## src/hw/rtl/tcp_lite_connection_engine_assert.svh

```systemverilog
// Assertion macros for the connection engine's top-level RTL file.
`ifndef TCP_LITE_CONNECTION_ENGINE_ASSERT_SVH
`define TCP_LITE_CONNECTION_ENGINE_ASSERT_SVH

// Consequent must hold in the same cycle as the antecedent.
`define TLE_ASSERT_NOW(label, ante, cons) \
    label: assert property (@(posedge clk) disable iff (!rst_n) (ante) |-> (cons)) \
        else $error("tcp_lite_connection_engine: same-cycle check failed");

// Consequent must hold in the cycle after the antecedent.
`define TLE_ASSERT_NEXT(label, ante, cons) \
    label: assert property (@(posedge clk) disable iff (!rst_n) (ante) |=> (cons)) \
        else $error("tcp_lite_connection_engine: next-cycle check failed");

`endif

```

## src/hw/rtl/tle_pkg.sv

```systemverilog
// Types, constants and codes shared by the connection engine modules.
`default_nettype none

package tle_pkg;

    // Field widths.
    localparam int SEQ_W      = 32;
    localparam int WIN_W      = 16;
    localparam int LEN_W      = 12;
    localparam int ISN_W      = 8;
    localparam int CS_W       = 4;
    localparam int REQ_W      = 2;
    localparam int CFG_IDX_W  = 2;
    localparam int CFG_DATA_W = 16;

    // Segmentation and window limits.
    localparam logic [LEN_W-1:0] MAX_LEN      = LEN_W'(3072);
    localparam logic [LEN_W-1:0] SEND_WINDOW  = LEN_W'(3072);
    localparam logic [LEN_W-1:0] SEGMENT_SIZE = LEN_W'(536);

    // Configuration reset values.
    localparam logic [ISN_W-1:0] ISN_RESET    = ISN_W'(1);
    localparam logic             ACTIVE_RESET = 1'b1;
    localparam logic [WIN_W-1:0] ADV_RESET    = WIN_W'(3072);

    // Configuration register indexes.
    localparam logic [CFG_IDX_W-1:0] CFG_INITIAL_SEQUENCE  = CFG_IDX_W'(0);
    localparam logic [CFG_IDX_W-1:0] CFG_ACTIVE_OPEN       = CFG_IDX_W'(1);
    localparam logic [CFG_IDX_W-1:0] CFG_ADVERTISED_WINDOW = CFG_IDX_W'(2);

    // Event codes.
    typedef enum logic [REQ_W-1:0] {
        REQ_OPEN    = 2'd0,
        REQ_SEGMENT = 2'd1,
        REQ_DATA    = 2'd2,
        REQ_CLOSE   = 2'd3
    } req_t;

    // Connection states, densely numbered.
    typedef enum logic [CS_W-1:0] {
        CS_IDLE       = 4'd0,
        CS_LISTEN     = 4'd1,
        CS_SYN_SENT   = 4'd2,
        CS_SYN_RCVD   = 4'd3,
        CS_ESTAB      = 4'd4,
        CS_FIN_WAIT1  = 4'd5,
        CS_FIN_WAIT2  = 4'd6,
        CS_CLOSE_WAIT = 4'd7,
        CS_LAST_ACK   = 4'd8,
        CS_CLOSED     = 4'd9
    } conn_state_t;

    // Sequencer states.
    typedef enum logic [1:0] {
        CTL_WAIT,
        CTL_CALC,
        CTL_APPLY,
        CTL_EMIT
    } ctrl_state_t;

    // Commands from the sequencer to the datapath.
    typedef struct packed {
        logic capture;
        logic calc;
        logic apply;
        logic emit;
    } tle_cmd_t;

    // Status from the datapath to the sequencer.
    typedef struct packed {
        logic any_pend;
        logic out_free;
    } tle_status_t;

endpackage

`default_nettype wire

```

## src/hw/rtl/tcp_lite_connection_engine.sv

```systemverilog
// Top level of the simplified TCP connection header engine.
//
//  Channel   Handshake            Direction  Carries
//  in        in_valid / in_stall  in         one event: open, segment, data, close
//  out       out_valid/ out_stall out        one header or application delivery
//  cfg       cfg_we               in         initial sequence, open mode, window
//
// An event causes 0 to 6 results. The sequencer steps it through capture,
// compare and state update, emits its results one by one, then returns.
// The sequencer handles one event at a time; results leave through a single
// output register, so the next event is taken while the last result waits.
// A stall on the output holds the sequencer in its emit step.
// rst_n clears the connection to idle and loads the configuration defaults.
`default_nettype none

module tcp_lite_connection_engine (
    input  wire logic                          clk,
    input  wire logic                          rst_n,
    // Configuration
    input  wire logic                          cfg_we,
    input  wire logic [tle_pkg::CFG_IDX_W-1:0] cfg_index,
    input  wire logic [tle_pkg::CFG_DATA_W-1:0] cfg_data,
    // Event channel
    input  wire logic                          in_valid,
    output logic                               in_stall,
    input  wire logic [tle_pkg::REQ_W-1:0]     req_type,
    input  wire logic                          in_syn,
    input  wire logic                          in_ack_flag,
    input  wire logic                          in_fin,
    input  wire logic [tle_pkg::SEQ_W-1:0]     in_seq,
    input  wire logic [tle_pkg::SEQ_W-1:0]     in_ack_number,
    input  wire logic [tle_pkg::WIN_W-1:0]     in_window,
    input  wire logic [tle_pkg::LEN_W-1:0]     byte_count,
    // Result channel
    output logic                               out_valid,
    input  wire logic                          out_stall,
    output logic                               out_kind,
    output logic                               out_syn,
    output logic                               out_ack_flag,
    output logic                               out_fin,
    output logic [tle_pkg::SEQ_W-1:0]          out_seq,
    output logic [tle_pkg::SEQ_W-1:0]          out_ack_number,
    output logic [tle_pkg::WIN_W-1:0]          out_window,
    output logic [tle_pkg::LEN_W-1:0]          out_length,
    output logic [tle_pkg::CS_W-1:0]           conn_state_out,
    output logic                               refused,
    output logic                               closed_done,
    output logic                               last
);
    import tle_pkg::*;

    tle_cmd_t    cmd;
    tle_status_t status;

    // Sequencer.
    tle_ctrl u_ctrl (
        .clk      (clk),
        .rst_n    (rst_n),
        .in_valid (in_valid),
        .in_stall (in_stall),
        .status   (status),
        .cmd      (cmd)
    );

    // Datapath.
    tle_dp u_dp (
        .clk            (clk),
        .rst_n          (rst_n),
        .cmd            (cmd),
        .status         (status),
        .cfg_we         (cfg_we),
        .cfg_index      (cfg_index),
        .cfg_data       (cfg_data),
        .req_type       (req_type),
        .in_syn         (in_syn),
        .in_ack_flag    (in_ack_flag),
        .in_fin         (in_fin),
        .in_seq         (in_seq),
        .in_ack_number  (in_ack_number),
        .in_window      (in_window),
        .byte_count     (byte_count),
        .out_valid      (out_valid),
        .out_stall      (out_stall),
        .out_kind       (out_kind),
        .out_syn        (out_syn),
        .out_ack_flag   (out_ack_flag),
        .out_fin        (out_fin),
        .out_seq        (out_seq),
        .out_ack_number (out_ack_number),
        .out_window     (out_window),
        .out_length     (out_length),
        .conn_state_out (conn_state_out),
        .refused        (refused),
        .closed_done    (closed_done),
        .last           (last)
    );

    // Checks on the engine's own logic.
`include "tcp_lite_connection_engine_assert.svh"

    // A new event is only taken once every result of the previous one has been emitted.
    `TLE_ASSERT_NOW(a_no_pend_on_accept, in_valid && !in_stall, !status.any_pend)
    // After a transfer in, the engine is busy for the compare step.
    `TLE_ASSERT_NEXT(a_busy_after_accept, in_valid && !in_stall, in_stall && cmd.calc)
    // A finished connection only ever reports the closed state.
    `TLE_ASSERT_NOW(a_done_is_closed, out_valid && closed_done,
                    conn_state_out == CS_CLOSED)
    // A refusal is an empty delivery on a closed connection.
    `TLE_ASSERT_NOW(a_refused_shape, out_valid && refused,
                    out_kind && (out_length == '0) && closed_done && last)

endmodule

`default_nettype wire

```

## src/hw/rtl/tle_ctrl.sv

```systemverilog
// Sequencer that steps each event through capture, compare, update and emit.
`default_nettype none

module tle_ctrl (
    input  wire logic               clk,
    input  wire logic               rst_n,
    input  wire logic               in_valid,
    output logic                    in_stall,
    input  tle_pkg::tle_status_t    status,
    output tle_pkg::tle_cmd_t       cmd
);
    import tle_pkg::*;

    ctrl_state_t state_reg;
    ctrl_state_t state_next;

    // State register.
    always_ff @(posedge clk or negedge rst_n)
    begin
        if (!rst_n)
        begin
            state_reg <= CTL_WAIT;
        end
        else
        begin
            state_reg <= state_next;
        end
    end

    // Next state and commands.
    always_comb
    begin
        state_next  = state_reg;
        cmd         = '0;
        in_stall    = 1'b1;
        unique case (state_reg)
            CTL_WAIT:
            begin
                in_stall = 1'b0;
                if (in_valid)
                begin
                    cmd.capture = 1'b1;
                    state_next  = CTL_CALC;
                end
            end
            CTL_CALC:
            begin
                cmd.calc   = 1'b1;
                state_next = CTL_APPLY;
            end
            CTL_APPLY:
            begin
                cmd.apply  = 1'b1;
                state_next = CTL_EMIT;
            end
            CTL_EMIT:
            begin
                if (!status.any_pend)
                begin
                    state_next = CTL_WAIT;
                end
                else if (status.out_free)
                begin
                    cmd.emit = 1'b1;
                end
            end
        endcase
    end

endmodule

`default_nettype wire

```

## src/hw/rtl/tle_dp.sv

```systemverilog
// Connection datapath: state registers, event evaluation and result register.
`default_nettype none

module tle_dp (
    input  wire logic                          clk,
    input  wire logic                          rst_n,
    input  tle_pkg::tle_cmd_t                  cmd,
    output tle_pkg::tle_status_t               status,
    // Configuration
    input  wire logic                          cfg_we,
    input  wire logic [tle_pkg::CFG_IDX_W-1:0] cfg_index,
    input  wire logic [tle_pkg::CFG_DATA_W-1:0] cfg_data,
    // Event fields
    input  wire logic [tle_pkg::REQ_W-1:0]     req_type,
    input  wire logic                          in_syn,
    input  wire logic                          in_ack_flag,
    input  wire logic                          in_fin,
    input  wire logic [tle_pkg::SEQ_W-1:0]     in_seq,
    input  wire logic [tle_pkg::SEQ_W-1:0]     in_ack_number,
    input  wire logic [tle_pkg::WIN_W-1:0]     in_window,
    input  wire logic [tle_pkg::LEN_W-1:0]     byte_count,
    // Result channel
    output logic                               out_valid,
    input  wire logic                          out_stall,
    output logic                               out_kind,
    output logic                               out_syn,
    output logic                               out_ack_flag,
    output logic                               out_fin,
    output logic [tle_pkg::SEQ_W-1:0]          out_seq,
    output logic [tle_pkg::SEQ_W-1:0]          out_ack_number,
    output logic [tle_pkg::WIN_W-1:0]          out_window,
    output logic [tle_pkg::LEN_W-1:0]          out_length,
    output logic [tle_pkg::CS_W-1:0]           conn_state_out,
    output logic                               refused,
    output logic                               closed_done,
    output logic                               last
);
    import tle_pkg::*;

    // Configuration registers.
    logic [ISN_W-1:0] isn_reg;
    logic             active_open_reg;
    logic [WIN_W-1:0] adv_window_reg;

    // Connection state.
    conn_state_t      conn_state_reg, conn_state_next;
    logic [SEQ_W-1:0] send_next_reg, send_next_next;
    logic [SEQ_W-1:0] acked_reg, acked_next;
    logic [SEQ_W-1:0] peer_seq_reg, peer_seq_next;
    logic [WIN_W-1:0] peer_win_reg, peer_win_next;
    logic [SEQ_W-1:0] fin_mark_reg, fin_mark_next;
    logic             finished_reg, finished_next;

    // Captured event.
    req_t             req_reg;
    logic             syn_reg;
    logic             ackf_reg;
    logic             fin_reg;
    logic [SEQ_W-1:0] seq_reg;
    logic [SEQ_W-1:0] ackn_reg;
    logic [WIN_W-1:0] win_reg;
    logic [LEN_W-1:0] cnt_reg;

    // Compare stage results.
    logic             ack_in_range_reg;
    logic             ack_eq_fin_reg;
    logic             ack_eq_snd_reg;
    logic [SEQ_W-1:0] seq_next_reg;
    logic [SEQ_W-1:0] seq_plus1_reg;
    logic [LEN_W-1:0] room_reg;

    // Pending results of the current event.
    logic             dlv_pend_reg, dlv_pend_next;
    logic [LEN_W-1:0] dlv_len_reg, dlv_len_next;
    logic             dlv_refused_reg, dlv_refused_next;
    logic             hdr_pend_reg, hdr_pend_next;
    logic             hdr_syn_reg, hdr_syn_next;
    logic             hdr_ack_reg, hdr_ack_next;
    logic             hdr_fin_reg, hdr_fin_next;
    logic [SEQ_W-1:0] hdr_seq_reg, hdr_seq_next;
    logic [SEQ_W-1:0] hdr_ackn_reg, hdr_ackn_next;
    logic [LEN_W-1:0] seg_rem_reg, seg_rem_next;

    // Result register.
    logic             out_valid_reg, out_valid_next;
    logic             o_kind_reg;
    logic             o_syn_reg;
    logic             o_ack_reg;
    logic             o_fin_reg;
    logic [SEQ_W-1:0] o_seq_reg;
    logic [SEQ_W-1:0] o_ackn_reg;
    logic [WIN_W-1:0] o_win_reg;
    logic [LEN_W-1:0] o_len_reg;
    logic             o_refused_reg;
    logic             o_last_reg;

    // Combinational helpers.
    logic [LEN_W-1:0] len_clip;
    logic [SEQ_W-1:0] isn_full;
    logic [SEQ_W-1:0] flight;
    logic [LEN_W-1:0] limit;
    logic [LEN_W-1:0] room;
    conn_state_t      sync_base;
    conn_state_t      st_after_ack;
    conn_state_t      st_after_fin;
    logic             fin_by_ack;
    logic             sync_takes;
    logic             sync_ok;
    logic [LEN_W-1:0] piece;

    assign len_clip = (cnt_reg > MAX_LEN) ? MAX_LEN : cnt_reg;
    assign isn_full = SEQ_W'(isn_reg);

    // Send room left in the window.
    assign flight = send_next_reg - acked_reg;
    assign limit  = (peer_win_reg < WIN_W'(SEND_WINDOW)) ? peer_win_reg[LEN_W-1:0]
                                                          : SEND_WINDOW;
    assign room   = (flight >= SEQ_W'(limit)) ? '0 : (limit - flight[LEN_W-1:0]);

    // Synchronized segment handling: ack first, then data and FIN.
    assign sync_base = (conn_state_reg == CS_SYN_RCVD) ? CS_ESTAB : conn_state_reg;
    assign sync_ok   = (conn_state_reg != CS_SYN_RCVD) || (ackf_reg && ack_eq_snd_reg);

    always_comb
    begin
        st_after_ack = sync_base;
        fin_by_ack   = 1'b0;
        if (ackf_reg && ack_eq_fin_reg)
        begin
            if (sync_base == CS_FIN_WAIT1)
            begin
                st_after_ack = CS_FIN_WAIT2;
            end
            else if (sync_base == CS_LAST_ACK)
            begin
                st_after_ack = CS_CLOSED;
                fin_by_ack   = 1'b1;
            end
        end
    end

    assign sync_takes = ((st_after_ack == CS_ESTAB) || (st_after_ack == CS_FIN_WAIT1) ||
                         (st_after_ack == CS_FIN_WAIT2)) &&
                        ((len_clip != '0) || fin_reg);

    always_comb
    begin
        st_after_fin = st_after_ack;
        if (sync_takes && fin_reg)
        begin
            if (st_after_ack == CS_ESTAB)
            begin
                st_after_fin = CS_CLOSE_WAIT;
            end
            else if (st_after_ack == CS_FIN_WAIT1)
            begin
                st_after_fin = CS_LAST_ACK;
            end
            else
            begin
                st_after_fin = CS_CLOSED;
            end
        end
    end

    assign piece = (seg_rem_reg > SEGMENT_SIZE) ? SEGMENT_SIZE : seg_rem_reg;

    // Status to the sequencer.
    assign status.any_pend = dlv_pend_reg || hdr_pend_reg || (seg_rem_reg != '0);
    assign status.out_free = !out_valid_reg || !out_stall;

    // Event update and result emission.
    always_comb
    begin
        conn_state_next  = conn_state_reg;
        send_next_next   = send_next_reg;
        acked_next       = acked_reg;
        peer_seq_next    = peer_seq_reg;
        peer_win_next    = peer_win_reg;
        fin_mark_next    = fin_mark_reg;
        finished_next    = finished_reg;
        dlv_pend_next    = dlv_pend_reg;
        dlv_len_next     = dlv_len_reg;
        dlv_refused_next = dlv_refused_reg;
        hdr_pend_next    = hdr_pend_reg;
        hdr_syn_next     = hdr_syn_reg;
        hdr_ack_next     = hdr_ack_reg;
        hdr_fin_next     = hdr_fin_reg;
        hdr_seq_next     = hdr_seq_reg;
        hdr_ackn_next    = hdr_ackn_reg;
        seg_rem_next     = seg_rem_reg;

        if (cmd.apply)
        begin
            dlv_pend_next    = 1'b0;
            dlv_len_next     = '0;
            dlv_refused_next = 1'b0;
            hdr_pend_next    = 1'b0;
            hdr_syn_next     = 1'b0;
            hdr_ack_next     = 1'b0;
            hdr_fin_next     = 1'b0;
            hdr_seq_next     = send_next_reg;
            hdr_ackn_next    = '0;
            seg_rem_next     = '0;
            unique case (req_reg)
                REQ_OPEN:
                begin
                    if (conn_state_reg == CS_IDLE)
                    begin
                        send_next_next = isn_full;
                        acked_next     = isn_full;
                        if (active_open_reg)
                        begin
                            hdr_pend_next   = 1'b1;
                            hdr_syn_next    = 1'b1;
                            hdr_seq_next    = isn_full;
                            send_next_next  = isn_full + SEQ_W'(1);
                            conn_state_next = CS_SYN_SENT;
                        end
                        else
                        begin
                            conn_state_next = CS_LISTEN;
                        end
                    end
                end
                REQ_SEGMENT:
                begin
                    unique case (conn_state_reg)
                        CS_SYN_SENT:
                        begin
                            if (syn_reg && ackf_reg && ack_eq_snd_reg)
                            begin
                                acked_next      = ackn_reg;
                                peer_seq_next   = seq_plus1_reg;
                                peer_win_next   = win_reg;
                                conn_state_next = CS_ESTAB;
                                hdr_pend_next   = 1'b1;
                                hdr_ack_next    = 1'b1;
                                hdr_ackn_next   = seq_plus1_reg;
                            end
                            else
                            begin
                                conn_state_next  = CS_CLOSED;
                                finished_next    = 1'b1;
                                dlv_pend_next    = 1'b1;
                                dlv_refused_next = 1'b1;
                            end
                        end
                        CS_LISTEN:
                        begin
                            if (syn_reg)
                            begin
                                peer_seq_next   = seq_plus1_reg;
                                peer_win_next   = win_reg;
                                conn_state_next = CS_SYN_RCVD;
                                hdr_pend_next   = 1'b1;
                                hdr_syn_next    = 1'b1;
                                hdr_ack_next    = 1'b1;
                                hdr_ackn_next   = seq_plus1_reg;
                                send_next_next  = send_next_reg + SEQ_W'(1);
                            end
                            else
                            begin
                                conn_state_next  = CS_CLOSED;
                                finished_next    = 1'b1;
                                dlv_pend_next    = 1'b1;
                                dlv_refused_next = 1'b1;
                            end
                        end
                        CS_SYN_RCVD, CS_ESTAB, CS_FIN_WAIT1, CS_FIN_WAIT2,
                        CS_CLOSE_WAIT, CS_LAST_ACK:
                        begin
                            if (sync_ok)
                            begin
                                peer_win_next = win_reg;
                                if (ackf_reg && ack_in_range_reg)
                                begin
                                    acked_next = ackn_reg;
                                end
                                conn_state_next = st_after_fin;
                                if (fin_by_ack || (sync_takes && fin_reg &&
                                                   (st_after_ack == CS_FIN_WAIT2)))
                                begin
                                    finished_next = 1'b1;
                                end
                                if (sync_takes)
                                begin
                                    peer_seq_next = seq_next_reg;
                                    dlv_pend_next = (len_clip != '0);
                                    dlv_len_next  = len_clip;
                                    hdr_pend_next = 1'b1;
                                    hdr_ack_next  = 1'b1;
                                    hdr_ackn_next = seq_next_reg;
                                end
                            end
                        end
                        default:
                        begin
                        end
                    endcase
                end
                REQ_DATA:
                begin
                    if ((conn_state_reg == CS_ESTAB) || (conn_state_reg == CS_CLOSE_WAIT))
                    begin
                        seg_rem_next = (len_clip > room_reg) ? room_reg : len_clip;
                    end
                end
                REQ_CLOSE:
                begin
                    if ((conn_state_reg == CS_LISTEN) || (conn_state_reg == CS_SYN_SENT))
                    begin
                        conn_state_next = CS_CLOSED;
                        finished_next   = 1'b1;
                    end
                    else if ((conn_state_reg == CS_ESTAB) ||
                             (conn_state_reg == CS_CLOSE_WAIT))
                    begin
                        hdr_pend_next   = 1'b1;
                        hdr_ack_next    = 1'b1;
                        hdr_fin_next    = 1'b1;
                        hdr_ackn_next   = peer_seq_reg;
                        send_next_next  = send_next_reg + SEQ_W'(1);
                        fin_mark_next   = send_next_reg + SEQ_W'(1);
                        conn_state_next = (conn_state_reg == CS_ESTAB) ? CS_FIN_WAIT1
                                                                       : CS_LAST_ACK;
                    end
                end
            endcase
        end
        else if (cmd.emit)
        begin
            // Delivery first, then the reply header, then data segments.
            if (dlv_pend_reg)
            begin
                dlv_pend_next = 1'b0;
            end
            else if (hdr_pend_reg)
            begin
                hdr_pend_next = 1'b0;
            end
            else
            begin
                send_next_next = send_next_reg + SEQ_W'(piece);
                seg_rem_next   = seg_rem_reg - piece;
            end
        end
    end

    // Result register valid.
    always_comb
    begin
        out_valid_next = out_valid_reg;
        if (cmd.emit)
        begin
            out_valid_next = 1'b1;
        end
        else if (out_valid_reg && !out_stall)
        begin
            out_valid_next = 1'b0;
        end
    end

    // Control state registers.
    always_ff @(posedge clk or negedge rst_n)
    begin
        if (!rst_n)
        begin
            isn_reg         <= ISN_RESET;
            active_open_reg <= ACTIVE_RESET;
            adv_window_reg  <= ADV_RESET;
            conn_state_reg  <= CS_IDLE;
            send_next_reg   <= SEQ_W'(ISN_RESET);
            acked_reg       <= SEQ_W'(ISN_RESET);
            peer_seq_reg    <= '0;
            peer_win_reg    <= '0;
            fin_mark_reg    <= '0;
            finished_reg    <= 1'b0;
            dlv_pend_reg    <= 1'b0;
            hdr_pend_reg    <= 1'b0;
            seg_rem_reg     <= '0;
            out_valid_reg   <= 1'b0;
        end
        else
        begin
            if (cfg_we)
            begin
                unique case (cfg_index)
                    CFG_INITIAL_SEQUENCE:  isn_reg         <= cfg_data[ISN_W-1:0];
                    CFG_ACTIVE_OPEN:       active_open_reg <= cfg_data[0];
                    CFG_ADVERTISED_WINDOW: adv_window_reg  <= cfg_data[WIN_W-1:0];
                    default:
                    begin
                    end
                endcase
            end
            conn_state_reg <= conn_state_next;
            send_next_reg  <= send_next_next;
            acked_reg      <= acked_next;
            peer_seq_reg   <= peer_seq_next;
            peer_win_reg   <= peer_win_next;
            fin_mark_reg   <= fin_mark_next;
            finished_reg   <= finished_next;
            dlv_pend_reg   <= dlv_pend_next;
            hdr_pend_reg   <= hdr_pend_next;
            seg_rem_reg    <= seg_rem_next;
            out_valid_reg  <= out_valid_next;
        end
    end

    // Payload registers: captured event, compare results and pending result fields.
    always_ff @(posedge clk)
    begin
        if (cmd.capture)
        begin
            req_reg  <= req_t'(req_type);
            syn_reg  <= in_syn;
            ackf_reg <= in_ack_flag;
            fin_reg  <= in_fin;
            seq_reg  <= in_seq;
            ackn_reg <= in_ack_number;
            win_reg  <= in_window;
            cnt_reg  <= byte_count;
        end
        if (cmd.calc)
        begin
            ack_in_range_reg <= (ackn_reg - acked_reg) <= flight;
            ack_eq_fin_reg   <= (ackn_reg == fin_mark_reg);
            ack_eq_snd_reg   <= (ackn_reg == send_next_reg);
            seq_next_reg     <= seq_reg + SEQ_W'(len_clip) + SEQ_W'(fin_reg);
            seq_plus1_reg    <= seq_reg + SEQ_W'(1);
            room_reg         <= room;
        end
        dlv_len_reg     <= dlv_len_next;
        dlv_refused_reg <= dlv_refused_next;
        hdr_syn_reg     <= hdr_syn_next;
        hdr_ack_reg     <= hdr_ack_next;
        hdr_fin_reg     <= hdr_fin_next;
        hdr_seq_reg     <= hdr_seq_next;
        hdr_ackn_reg    <= hdr_ackn_next;
    end

    // Result payload register.
    always_ff @(posedge clk)
    begin
        if (cmd.emit)
        begin
            if (dlv_pend_reg)
            begin
                o_kind_reg    <= 1'b1;
                o_syn_reg     <= 1'b0;
                o_ack_reg     <= 1'b0;
                o_fin_reg     <= 1'b0;
                o_seq_reg     <= '0;
                o_ackn_reg    <= '0;
                o_win_reg     <= '0;
                o_len_reg     <= dlv_len_reg;
                o_refused_reg <= dlv_refused_reg;
                o_last_reg    <= !hdr_pend_reg && (seg_rem_reg == '0);
            end
            else if (hdr_pend_reg)
            begin
                o_kind_reg    <= 1'b0;
                o_syn_reg     <= hdr_syn_reg;
                o_ack_reg     <= hdr_ack_reg;
                o_fin_reg     <= hdr_fin_reg;
                o_seq_reg     <= hdr_seq_reg;
                o_ackn_reg    <= hdr_ackn_reg;
                o_win_reg     <= adv_window_reg;
                o_len_reg     <= '0;
                o_refused_reg <= 1'b0;
                o_last_reg    <= (seg_rem_reg == '0);
            end
            else
            begin
                o_kind_reg    <= 1'b0;
                o_syn_reg     <= 1'b0;
                o_ack_reg     <= 1'b1;
                o_fin_reg     <= 1'b0;
                o_seq_reg     <= send_next_reg;
                o_ackn_reg    <= peer_seq_reg;
                o_win_reg     <= adv_window_reg;
                o_len_reg     <= piece;
                o_refused_reg <= 1'b0;
                o_last_reg    <= (seg_rem_reg == piece);
            end
        end
    end

    // The state fields of a result always show the state after the whole event.
    logic [CS_W-1:0] o_state_reg;
    logic            o_done_reg;

    always_ff @(posedge clk)
    begin
        if (cmd.emit)
        begin
            o_state_reg <= conn_state_reg;
            o_done_reg  <= finished_reg;
        end
    end

    assign out_valid      = out_valid_reg;
    assign out_kind       = o_kind_reg;
    assign out_syn        = o_syn_reg;
    assign out_ack_flag   = o_ack_reg;
    assign out_fin        = o_fin_reg;
    assign out_seq        = o_seq_reg;
    assign out_ack_number = o_ackn_reg;
    assign out_window     = o_win_reg;
    assign out_length     = o_len_reg;
    assign conn_state_out = o_state_reg;
    assign refused        = o_refused_reg;
    assign closed_done    = o_done_reg;
    assign last           = o_last_reg;

endmodule

`default_nettype wire
```

## config.mk

```make
export PLATFORM = sky130hd
export DESIGN_NAME = tcp_lite_connection_engine
export DESIGN_NICKNAME = d
export VERILOG_FILES = /design/src/hw/rtl/tle_pkg.sv /design/src/hw/rtl/tcp_lite_connection_engine.sv /design/src/hw/rtl/tle_ctrl.sv /design/src/hw/rtl/tle_dp.sv
export VERILOG_INCLUDE_DIRS = /design/src /design/src/hw/rtl
export SDC_FILE = /design/constraint.sdc
export NUM_CORES = 1
export LEC_CHECK = 0
export BUFFER_PORTS_ARGS = -buffer_cell sky130_fd_sc_hd__buf_2
export CORE_UTILIZATION = 40
export DETAILED_ROUTE_END_ITERATION = 8
export GPL_TIMING_DRIVEN = 0
export SETUP_SLACK_MARGIN = 0.1
export SLEW_MARGIN = 40
export SYNTH_ARGS = -nofsm -noshare
export SYNTH_HDL_FRONTEND = slang
export SYNTH_SLANG_ARGS = --single-unit
```

## constraint.sdc

```tcl
create_clock -name clk -period 22.7 [get_ports clk]
set_input_delay 1.135 -clock clk [delete_from_list [all_inputs] [get_ports clk]]
set_output_delay 1.135 -clock clk [all_outputs]
set_load 0.01 [all_outputs]
```

==> impl_results.md <==
- Status: finished, final reports clean
- Measured slew at the worst slew-check pin: 0.880 ns
- Cell row count: 101
- ANT nets after route: 0
- DR DRC count: 0
- CP Launch Point: u_dp.send_next_reg[0]
- Critical path type: reg -> reg
- H-tree levels: 2
- Core Footprint: 0.0765 sq mm
- DP HPWL: 72300 um
- CTS Buffer Depth: 3
- #FFs+latches synth: 550
- First-pass GRT wire length: 139000 um
- Top Ports: 225
- Metal-1 WL: 43200 um
- Total die area: 0.0790 sq mm
- Antenna violations before repair: 0
- Fin nets: 3619
- Synth top cells by count: edfxtp_1 (359), nand2_1 (347), nor2_1 (261)
- Final Max Tran Viols: 0
- Setup Skew: 0.0657 ns
- Worst-Skew Late Latency: 0.66 ns
- Clock root cell: clkbuf_16
- Port buffer count: 224
- Leakage: 0.0143 uW
- Area contributors post-synth: edfxtp_1 (35%), dfrtp_1 (15%), ha_1 (6.6%), nand2_1 (4.2%), o21ai_0 (3.5%)
- Synth top area share: 0.346
- VDD IR max: 0.0968 mV
- Tcrit/Tclk final: 0.304
- Post-synth EDFFs: 359
- TritonCTS Sinks: 550
- Post-Syn Instances: 3027
- Pre-CTS WS: 15.81 ns
- CP Capture Type: flip-flop
- Diodes inserted: 0
- PnR worst setup slack: 15.79 ns
- Final wirelength: 93200 um
- Die Span X: 281 um
- Met2 wire length: 40800 um
- Vias in the first global route: 22800
- Crit path required time: 23.04 ns
- Crit path capture: u_dp.ack_in_range_reg
- Pwr dens: 156 mW/mm^2
- Avg Synthesized Cell Area: 10.3 sq um
- CTS buffer count: 59
- Count leader, synth: edfxtp_1
- Post-CTS setup buffers: 0
- CP max FO: 10
- Hold WC Path Type: in -> async
- Vias per cell: 5.46
- Placed Cells: 4297
- GRT overflow: 0
- Post-CTS Resized: 0
- DR top layer: met4
- Worst r2r dst: u_dp.ack_in_range_reg
- Yosys warnings: 0
- Initial Util: 0.407
- Slew HR: 0.414
- R2r setup slk: 15.79 ns
- Layout cells sized above 1: 0.137
- Met3 wire length: 6580 um
- Clk slew on worst S/H paths: 0.06 ns
- TritonCTS clock tree: yes
- Die H: 281 um
- GP Congestion: 0.943
- RSZ-0062 raised after global routing: no
- Synth cell types: 79
- Max Cap Viol: 0
- Top FF cell, synth: edfxtp_1
- Synthesized area: 0.0311 sq mm
- Gr usage total: 0.233
- Pin count of the biggest net entering global routing: 70
- Final number of setup-violating endpoints: 0
- Minimum clock period: 6.91 ns
- CP startpoint kind: flip-flop
- CTS Hold Bufs: 0
- Sequential cell area fraction in the yosys report: 0.500
- Area grow syn2layout: 15.9%
- Arrival @ worst endpoint: 7.25 ns
- Post-synth top area cell: edfxtp_1
- Ys async rst share: 0.347
- Iteration-0 DRC Markers: 2297
- R2r worst-path depth: 23
- Vias post-DR: 24100
- Final Hold Vio Count: 0
- DR pass1 iterations: 5
- Average wire per standard cell: 21.1 um
- Reg-to-Reg Start: u_dp.send_next_reg[0]
- Setup TNS: 0 ns
- Fin cells: 4409
- Fmax: 145 MHz
- Fin util: 0.472
[worst min-delay path by stage]
stage	from	end	slack, ns	cells after the start
5_1_grt	rst_n	u_dp.peer_seq_reg[18]	0.44	1
2_1_floorplan	u_dp.dlv_pend_reg	u_dp.out_kind	0.42	0
3_5_place_dp	u_dp.dlv_pend_reg	u_dp.out_kind	0.44	0
6_report	rst_n	u_dp.peer_seq_reg[20]	0.42	1
3_3_place_gp	u_dp.dlv_pend_reg	u_dp.out_kind	0.45	0
4_1_cts	rst_n	u_dp.peer_seq_reg[20]	0.41	1
[cells by family (layout without fill, tap and decap cells)]
kind of cell	count (synthesis)	in the layout	share of synthesized area
AND/OR/NAND/NOR	970	970	0.146
AO/OA/AOI/OAI	680	680	0.137
flip-flops	550	550	0.500
buffers and inverters	286	637	0.0351
XOR/XNOR	231	231	0.0650
adder cells (fa/ha/maj)	171	171	0.0702
multiplexers	137	137	0.0463
other	2	3	0.000241
[layout make-up]
type / instances / area (sq um)
multi-input combinational: 2192 / 14600
clock inverter: 40 / 568
clock buffer: 72 / 1570
tap: 1030 / 1290
inverter: 129 / 484
sequential: 550 / 15600
buffer: 157 / 618
fill: 7111 / 40400
timing repair buffer: 239 / 1440
[worst max-delay path, cell delays in order (launching register included)]
cell and delay (ns):
dfstp_2 0.44, inv_1 0.23, ha_1 0.21, inv_1 0.06, fa_1 0.48, a211oi_1 0.34, o21ai_1 0.16, a21oi_2 0.29
o21ai_1 0.23, a31oi_1 0.49, o21ai_1 0.23, a21o_1 0.21, a21oi_1 0.22, xnor2_2 0.27, buf_2 0.38, inv_1 0.22
ha_1 0.34, nor2b_1 0.13, o21ai_0 0.15, nand2b_1 0.09, a21o_1 0.18, a21oi_1 0.25, o21ai_0 0.29, o21ai_0 0.70
[stage by stage]
stage	instance area, sq um	total power [uW]	hold WS [ns]
after floorplan	31100	3640	0.423
after global placement	33500	4540	0.453
after detailed placement	33900	4570	0.444
after CTS	36100	5640	0.413
after global routing	36100	6040	0.437
final	36100	5640	0.421
[where the power goes]
part | switching, uW | internal [uW] | leakage, uW | total (uW)
clock | 426 | 623 | 0.00103 | 1050
combinational | 1810 | 1070 | 0.00749 | 2880
sequential | 223 | 1480 | 0.00577 | 1710
total | 2460 | 3180 | 0.0143 | 5640
[per-layer routing]
layer  GRT usage  vias up
li1            -    11500
met1       0.341    11600
met2       0.353      876
met3      0.0374      145
met4      0.0678        0
met5           0        -
[cell usage in the layout (no fill, tap or decap), types with 15 or more instances in the layout]
cell type / instances
edfxtp_1: 359
nand2_1: 347
nor2_1: 259
buf_2: 235
o21ai_0: 216
dfrtp_1: 185
ha_1: 163
a21oi_1: 142
clkbuf_1: 138
inv_1: 129
xnor2_1: 117
xor2_1: 113
mux2i_1: 82
nor2b_1: 65
clkbuf_16: 60
nand3_1: 58
mux2_2: 55
a21o_1: 54
a31oi_1: 48
nand4_1: 44
nor3_1: 36
a32oi_1: 33
and3_1: 27
nand2b_1: 26
nor4_1: 25
o21a_1: 23
and2_1: 23
o31ai_1: 15
Note: power is estimated with default switching activity, not from simulation.
